## src/hdl/gjmi_pkg.sv

```systemverilog
`default_nettype none
package gjmi_pkg;
    localparam int DIM_DEF       = 4;
    localparam int FRAC_BITS_DEF = 16;
    localparam int DATA_W        = 32;
    localparam int THR_W         = 16;

    typedef enum logic [10:0] {
        ST_LOAD   = 11'b00000000001,
        ST_INIT   = 11'b00000000010,
        ST_SEARCH = 11'b00000000100,
        ST_SWAP   = 11'b00000001000,
        ST_PIVRD  = 11'b00000010000,
        ST_NORM   = 11'b00000100000,
        ST_FACT   = 11'b00001000000,
        ST_ELIM   = 11'b00010000000,
        ST_NEXT   = 11'b00100000000,
        ST_EMIT   = 11'b01000000000,
        ST_SING   = 11'b10000000000
    } gjmi_state_t;

    typedef enum logic [3:0] {
        CMD_NONE    = 4'd0,
        CMD_LOAD    = 4'd1,
        CMD_INIT    = 4'd2,
        CMD_SWAP    = 4'd3,
        CMD_PIVRD   = 4'd4,
        CMD_DIV     = 4'd5,
        CMD_FACT    = 4'd6,
        CMD_MAC     = 4'd7,
        CMD_EMIT    = 4'd8
    } gjmi_op_t;

    typedef struct packed {
        gjmi_op_t   op;
        logic [7:0] row;
        logic [7:0] row2;
        logic [7:0] col;
        logic       inv_side;
    } gjmi_cmd_t;

    typedef struct packed {
        logic busy;
        logic nonzero;
    } gjmi_stat_t;

    function automatic logic signed [DATA_W-1:0] sat32(input logic signed [95:0] v);
        logic signed [95:0] hi;
        logic signed [95:0] lo;
        begin
            hi = 96'sh7FFFFFFF;
            lo = -96'sh80000000;
            if (v > hi) sat32 = 32'sh7FFFFFFF;
            else if (v < lo) sat32 = 32'sh80000000;
            else sat32 = v[DATA_W-1:0];
        end
    endfunction
endpackage
`default_nettype wire

```

## src/hdl/gjmi_ctrl.sv

```systemverilog
`default_nettype none
module gjmi_ctrl
    import gjmi_pkg::*;
#(
    parameter int DIM = DIM_DEF
)
(
    input  wire logic                 clk,
    input  wire logic                 rst_n,
    input  wire logic                 in_valid,
    output logic                      in_ready,
    output logic                      out_valid,
    input  wire logic                 out_ready,
    output logic                      singular,
    output logic                      last,
    input  wire gjmi_pkg::gjmi_stat_t stat,
    output gjmi_pkg::gjmi_cmd_t       cmd
);
    localparam int IW = $clog2(DIM);

    gjmi_state_t st_reg, st_next;
    logic [IW-1:0] row_reg, row_next, col_reg, col_next, c_reg, c_next, pc_reg, pc_next;
    logic          inv_reg, inv_next;
    logic          eov;

    assign eov = (c_reg == IW'(DIM - 1));
    assign in_ready  = st_reg == ST_LOAD;
    assign out_valid = st_reg == ST_EMIT || st_reg == ST_SING;
    assign singular  = st_reg == ST_SING;
    assign last      = singular || (row_reg == IW'(DIM - 1) && eov);

    always_ff @(posedge clk or negedge rst_n)
    begin
        if (!rst_n)
        begin
            st_reg  <= ST_LOAD;
            row_reg <= '0;
            col_reg <= '0;
            c_reg   <= '0;
            pc_reg  <= '0;
            inv_reg <= 1'b0;
        end
        else
        begin
            st_reg  <= st_next;
            row_reg <= row_next;
            col_reg <= col_next;
            c_reg   <= c_next;
            pc_reg  <= pc_next;
            inv_reg <= inv_next;
        end
    end

    always_comb
    begin
        st_next  = st_reg;
        row_next = row_reg;
        col_next = col_reg;
        c_next   = c_reg;
        pc_next  = pc_reg;
        inv_next = inv_reg;
        cmd.op   = CMD_NONE;
        cmd.row  = 8'(row_reg);
        cmd.row2 = 8'(pc_reg);
        cmd.col  = 8'(c_reg);
        cmd.inv_side = inv_reg;
        case (st_reg)
            ST_LOAD:
            begin
                if (in_valid)
                begin
                    cmd.op = CMD_LOAD;
                    c_next = c_reg + 1'b1;
                    if (eov)
                    begin
                        c_next   = '0;
                        row_next = row_reg + 1'b1;
                        if (row_reg == IW'(DIM - 1))
                        begin
                            row_next = '0;
                            st_next  = ST_INIT;
                        end
                    end
                end
            end
            ST_INIT:
            begin
                cmd.op   = CMD_INIT;
                col_next = '0;
                row_next = '0;
                st_next  = ST_SEARCH;
            end
            ST_SEARCH:
            begin
                cmd.col = 8'(col_reg);
                if (stat.nonzero)
                begin
                    pc_next = row_reg;
                    st_next = ST_SWAP;
                end
                else if (row_reg == IW'(DIM - 1)) st_next = ST_SING;
                else row_next = row_reg + 1'b1;
            end
            ST_SWAP:
            begin
                cmd.op   = CMD_SWAP;
                cmd.row  = 8'(col_reg);
                cmd.row2 = 8'(pc_reg);
                st_next  = ST_PIVRD;
            end
            ST_PIVRD:
            begin
                cmd.op   = CMD_PIVRD;
                cmd.row  = 8'(col_reg);
                cmd.col  = 8'(col_reg);
                c_next   = col_reg;
                inv_next = 1'b0;
                st_next  = ST_NORM;
            end
            ST_NORM:
            begin
                cmd.op  = CMD_DIV;
                cmd.row = 8'(col_reg);
                if (!stat.busy)
                begin
                    c_next = c_reg + 1'b1;
                    if (eov)
                    begin
                        c_next = '0;
                        if (inv_reg)
                        begin
                            inv_next = 1'b0;
                            row_next = (col_reg == '0) ? IW'(1) : '0;
                            st_next  = ST_FACT;
                        end
                        else inv_next = 1'b1;
                    end
                end
            end
            ST_FACT:
            begin
                cmd.op   = CMD_FACT;
                cmd.col  = 8'(col_reg);
                c_next   = col_reg;
                inv_next = 1'b0;
                st_next  = ST_ELIM;
            end
            ST_ELIM:
            begin
                cmd.op   = CMD_MAC;
                cmd.row2 = 8'(col_reg);
                if (!stat.busy)
                begin
                    c_next = c_reg + 1'b1;
                    if (eov)
                    begin
                        c_next = '0;
                        if (inv_reg) st_next = ST_NEXT;
                        else inv_next = 1'b1;
                    end
                end
            end
            ST_NEXT:
            begin
                if (row_reg == IW'(DIM - 1) ||
                    (row_reg == IW'(DIM - 2) && col_reg == IW'(DIM - 1)))
                begin
                    if (col_reg == IW'(DIM - 1))
                    begin
                        row_next = '0;
                        c_next   = '0;
                        st_next  = ST_EMIT;
                    end
                    else
                    begin
                        col_next = col_reg + 1'b1;
                        row_next = col_reg + 1'b1;
                        st_next  = ST_SEARCH;
                    end
                end
                else
                begin
                    row_next = row_reg + 1'b1;
                    if (row_next == col_reg) row_next = row_reg + IW'(2);
                    st_next = ST_FACT;
                end
            end
            ST_EMIT:
            begin
                cmd.op = CMD_EMIT;
                if (out_ready)
                begin
                    c_next = c_reg + 1'b1;
                    if (eov)
                    begin
                        c_next   = '0;
                        row_next = row_reg + 1'b1;
                        if (row_reg == IW'(DIM - 1))
                        begin
                            row_next = '0;
                            st_next  = ST_LOAD;
                        end
                    end
                end
            end
            ST_SING:
            begin
                if (out_ready)
                begin
                    row_next = '0;
                    c_next   = '0;
                    st_next  = ST_LOAD;
                end
            end
            default: st_next = ST_LOAD;
        endcase
    end
endmodule
`default_nettype wire

```

## config.mk

```make
export PLATFORM = sky130hd
export DESIGN_NAME = gjmi_ctrl
export DESIGN_NICKNAME = d
export VERILOG_FILES = /design/src/hdl/gjmi_pkg.sv /design/src/hdl/gjmi_ctrl.sv
export SDC_FILE = /design/constraint.sdc
export NUM_CORES = 1
export LEC_CHECK = 0
export BUFFER_PORTS_ARGS = -buffer_cell sky130_fd_sc_hd__buf_2
export CORE_MARGIN = 2
export CORE_UTILIZATION = 55
export CTS_CLUSTER_SIZE = 30
export DETAILED_ROUTE_END_ITERATION = 8
export PLACE_DENSITY = 0.79
export SETUP_SLACK_MARGIN = 0.4
export SYNTH_ARGS = -nofsm -noshare
export SYNTH_HDL_FRONTEND = slang
export SYNTH_SLANG_ARGS = --single-unit
```

## constraint.sdc

```tcl
create_clock -name clk -period 2.65 [get_ports clk]
set_input_delay 0.265 -clock clk [delete_from_list [all_inputs] [get_ports clk]]
set_output_delay 0.265 -clock clk [all_outputs]
set_load 0.05 [all_outputs]
```

# Word-level counts from Yosys, hierarchy flattened
# Index checks and enable logic that the tools add are counted.
[classes] n_eq_ne=36 n_reduce_logical=20 n_mux=54 add_sub_neg=4
[op_table] operator="2-to-1 mux 11 bit" n=16
[op_table] operator="one-hot mux 11 bit (11 select lines)" n=1
[op_table] operator="2-to-1 mux 2 bit" n=24
[op_table] operator="inequality test 2 bit (second input constant)" n=16
[op_table] operator="one-hot mux 4 bit (8 select lines)" n=1
[op_table] operator="one-hot mux 2 bit (7 select lines)" n=1
[op_table] operator="AND reduction 14 bit" n=1
[op_table] operator="one-hot mux 2 bit (6 select lines)" n=1
[op_table] operator="equality test 11 x 1 -> 1 bit (second input constant)" n=1
[op_table] operator="equality test 11 x 10 -> 1 bit (second input constant)" n=1
[op_table] operator="equality test 11 bit (second input constant)" n=1
[op_table] operator="equality test 11 x 2 -> 1 bit (second input constant)" n=1
[op_table] operator="equality test 11 x 3 -> 1 bit (second input constant)" n=1
[op_table] operator="equality test 11 x 4 -> 1 bit (second input constant)" n=1
[op_table] operator="equality test 11 x 5 -> 1 bit (second input constant)" n=1
[op_table] operator="equality test 11 x 6 -> 1 bit (second input constant)" n=1
[op_table] operator="equality test 11 x 7 -> 1 bit (second input constant)" n=1
[op_table] operator="equality test 11 x 8 -> 1 bit (second input constant)" n=1
[op_table] operator="equality test 11 x 9 -> 1 bit (second input constant)" n=1
[op_table] operator="2-to-1 mux 10 bit" n=1
[op_table] operator="AND reduction 9 bit" n=1
[op_table] operator="equality test 2 bit (second input constant)" n=4
[op_table] operator="2-to-1 mux 1 bit" n=7
[op_table] operator="AND reduction 7 bit" n=1
[op_table] operator="19 further kinds" n=28
[word_totals] inputBits=6 regBits=20 out_inout_bits=33

# Depth between registers and ports, before layout
[logic_depth] ltp_word=6 depth_mapped=7 depth_no_buf=7

# Worst setup path after synthesis
# OpenSTA, ideal clock, no wires.
[synth_path] path_kind="reg-to-output" startpoint="register st_reg[1]" endpoint="output out_valid" setup_slack_ns=-0.768 required_time_ns=2.385 path_stages_with_launch=5 arrival_time_ns=3.153 path_cell_list="dfrtp_1 > buf_6 > or4_4 > nor4_1 > or2_2"
[synth_between] elab_chain_cells=2
[synth_lines] element="start, declared" line="gjmi_ctrl.sv:21" text="gjmi_state_t st_reg, st_next;"
[synth_lines] element="start signal, assigned" line="gjmi_ctrl.sv:45" text="st_reg <= st_next;"
[synth_lines] element="equality test 11 x 10 -> 1 bit or equality test 11 bit (tied branches)" line="gjmi_ctrl.sv:28" text="assign out_valid = st_reg == ST_EMIT || st_reg == ST_SING;"
[synth_lines] element="logical OR 1 bit (*)" line="gjmi_ctrl.sv:28"
[synth_lines] element="end, declared" line="gjmi_ctrl.sv:12" text="output logic out_valid,"
# Mark *: on every way between the ends. The rest lies on a longest branch, timed or not.

==> impl_metrics.ini <==
[synth]
post_synth.cell_area_avg_um2 = 8.57
synth_seq_area_share = 0.262
netlist_top_cells_area = dfrtp_1 (25%), buf_4 (8.6%), nor4_4 (4.5%), nand2_1 (4.3%), o21ai_0 (3.9%)
syn_area_um2 = 1910
ys_async_sr_fraction = 1.00
ys.warnings.count = 0
number_of_enable_flip_flop_cells_after_synthesis = 0
synth_top_area_cell = dfrtp_1
syn-instance-count = 223
synth.top_cells.by_count = buf_4 (22), nand2_1 (22), dfrtp_1 (19)
synth.distinct_cells = 57
synth-main-ff-cell = dfrtp_1
ys_ff_latch = 20
yosysTopAreaCellShare = 0.249

[timing]
final_hold_viol_count = 0
tightest_slew_ns = 0.608
grt_setup_unrepaired = true
post_route_fraction_of_the_period_consumed_by_the_critical_path = 0.981
fin_tns_setup_ns = 0
setup_violating_endpoint_count_in_the_final_report = 0
fin_worst_skew_ns = 0.0145
post-route-worst-setup-slack_ns = 0.0509
relSlewSlack = 0.591
maxSlewViolCount = 0
max_freq_ghz = 0.385
finalCriticalPeriod_ns = 2.60

[clocking]
clock_insertion_delay_worst_skew_ns = 0.35
root_buffer_cell = clkbuf_4
tritoncts_num_sinks = 20
path_clk_slew_ns = 0.12
ctsLongestPathBuffers = 2
tritoncts_clock_tree = built
tritoncts.num_buffers = 3
cts_max_level = 1

[critical_path]
critical_path_required_ns = 2.38
critical_path.startpoint_type = flip-flop
critical_path.max_fanout = 3
worst_setup_path_end_kind = primary output
regToRegSetupSlack_ns = 0.23
critPathMostFrequentCell = nor4_4
crit_path_cell_trace = nor4_4, nand2_2, nor4_4, nand2b_4, mux2_4, buf_8
timing.critical_path.slowest_stage_cell = dfrtp_1
path_class = reg -> out
arrival_ns = 2.33
crit_path_max_incr_delay_ns = 0.45

[final_layout]
post_route_cells_drive_above_1_share = 0.457
layout_area_growth_over_synthesis_pct = 42.0
number_of_flip_flops_under_the_largest_register_name = 11
antennaDiodeCount = 0
final_net_count = 294

[floorplanning]
die_x_um = 63.0
floorplan.rows = 21
boundaryPins = 39
initial_utilization = 0.573
coreArea_um2 = 3340
design.die.area_um2 = 3960
die-height_um = 63.0

[pwr]
p_total_w = 0.00330
power_density_cells_nw_per_um2 = 1210
p_leak_nw = 1.22
pwr-share-clk = 0.062
ir_drop_mv = 0.802
p_int_w = 0.00159
switching_share = 0.518
power_frac_comb = 0.782
net-switching-power_w = 0.00171
power_frac_seq = 0.157

[routing]
initialDrtViolationCount = 340
via_per_inst = 6.67
totalWireLength_um = 7240
routed_wire_length_per_instance_um = 22.1
final_antenna_net_count = 0
drt_pre_antenna_iters = 5
detailroute.via_count = 2188
post-route-drc-count = 0

[hold_path]
worstHoldPathType = in -> reg

[grt]
grt_antenna_before_repair = 0
grt_start_max_net_pins = 21
first_global_vias = 1899
grt_use_total = 0.296
grt_pass1_wl_um = 9330
globalRoute.totalOverflow = 0

[placement]
place_congestion = 0.915
io_buffer_count = 20
detailed_place_hpwl_um = 3500
dpl_worst_slack_ns = 0.139

[status]
run_status = completed

[run]
cap_viol_max_count = 0
[worst paths after layout]
check                           start        end  cells after the start
max                         st_reg[2]     cmd[1]                      6
min                           stat[0]  st_reg[2]                      2
max reg2reg                st_reg[10]   c_reg[0]                      7
min reg2reg                 pc_reg[0]  pc_reg[0]                      2
max in group asynchronous       rst_n  st_reg[3]                      2
min in group asynchronous       rst_n  st_reg[9]                      2
[metal layers]
| layer | share of wire | global-route usage | up-vias |
|---|---|---|---|
| met5 | 0 | 0 | - |
| met4 | 0.076 | 0.114 | 0 |
| met3 | 0.12 | 0.0342 | 67 |
| met2 | 0.47 | 0.519 | 215 |
| met1 | 0.34 | 0.371 | 1023 |
| li1 | - | - | 883 |
[layout by cell type, fill, tap and decap left out, types with 3 or more instances in the layout]
cell,instances
ha_1,5
nor2_1,15
a31oi_1,4
or3_1,3
nor4_4,7
nand2_1,15
nor2b_1,5
nor2_4,3
clkbuf_4,3
conb_1,18
o21ai_0,12
buf_4,35
o21ai_4,4
nand2_2,5
mux2_4,4
dfrtp_2,6
a21oi_1,7
nor3_4,3
buf_2,6
xnor2_1,5
mux2_2,3
xor2_1,6
o21ai_1,3
buf_8,7
a22o_1,4
nor3_1,5
buf_6,18
dfrtp_1,13
nand3_1,3
inv_1,8
[final cells by class]
type	instances	area [um2]
inverters	8	30.0
well taps	46	57.6
repair buffers	67	611
multi-input cells	183	1470
flip-flops and latches	20	509
clock buffers	4	36.3
fillers	199	623
[power by group through the flow]
| stage | clock, W | sequential, W | combinational (W) |
|---|---|---|---|
| floorplan | 0 | 0.000461 | 0.00144 |
| global placement | 0 | 0.000506 | 0.00166 |
| detailed placement | 0 | 0.000509 | 0.00168 |
| CTS | 0.000190 | 0.000490 | 0.00205 |
| global route | 0.000210 | 0.000523 | 0.00265 |
| finish | 0.000203 | 0.000516 | 0.00258 |
[what timing repair did]
action | 4_1_cts | 5_1_grt
setup buffers | 18 | 13
cloned | 0 | 1
hold buffers | 1 | 0
resized for setup | 54 | 36
pin swaps | 13 | 15
setup endpoints to repair | 14 | 26
hold endpoints to repair | 19 | 0
[cell families after synthesis]
family	count (synthesis)	synth area share
AOI/OAI and AO/OA	54	0.198
xor gates and xnor gates	11	0.0504
adders and majority gates	5	0.0327
buffers and inverters	38	0.132
DFF	20	0.262
muxes	7	0.0432
other	1	0.00196
and+or+nand+nor	87	0.279
[critical path, delay by kind of cell (launching register included)]
kind                   cells  cell delay, ns
multiplexers               1            0.34
flip-flops                 1            0.45
buffers and inverters      1            0.16
AND/OR/NAND/NOR            4            1.05
[stage by stage]
step	hold slack, ns	utilization	instance area (um2)	instances
finish	0.178	0.813	2710	328
global route	0.177	0.813	2710	328
CTS	0.193	0.742	2480	314
detailed placement	0.257	0.628	2100	291
global placement	0.255	0.628	2100	291
floorplan	-0.0306	-	2050	240
No activity file was read; power rests on OpenSTA's default activity.
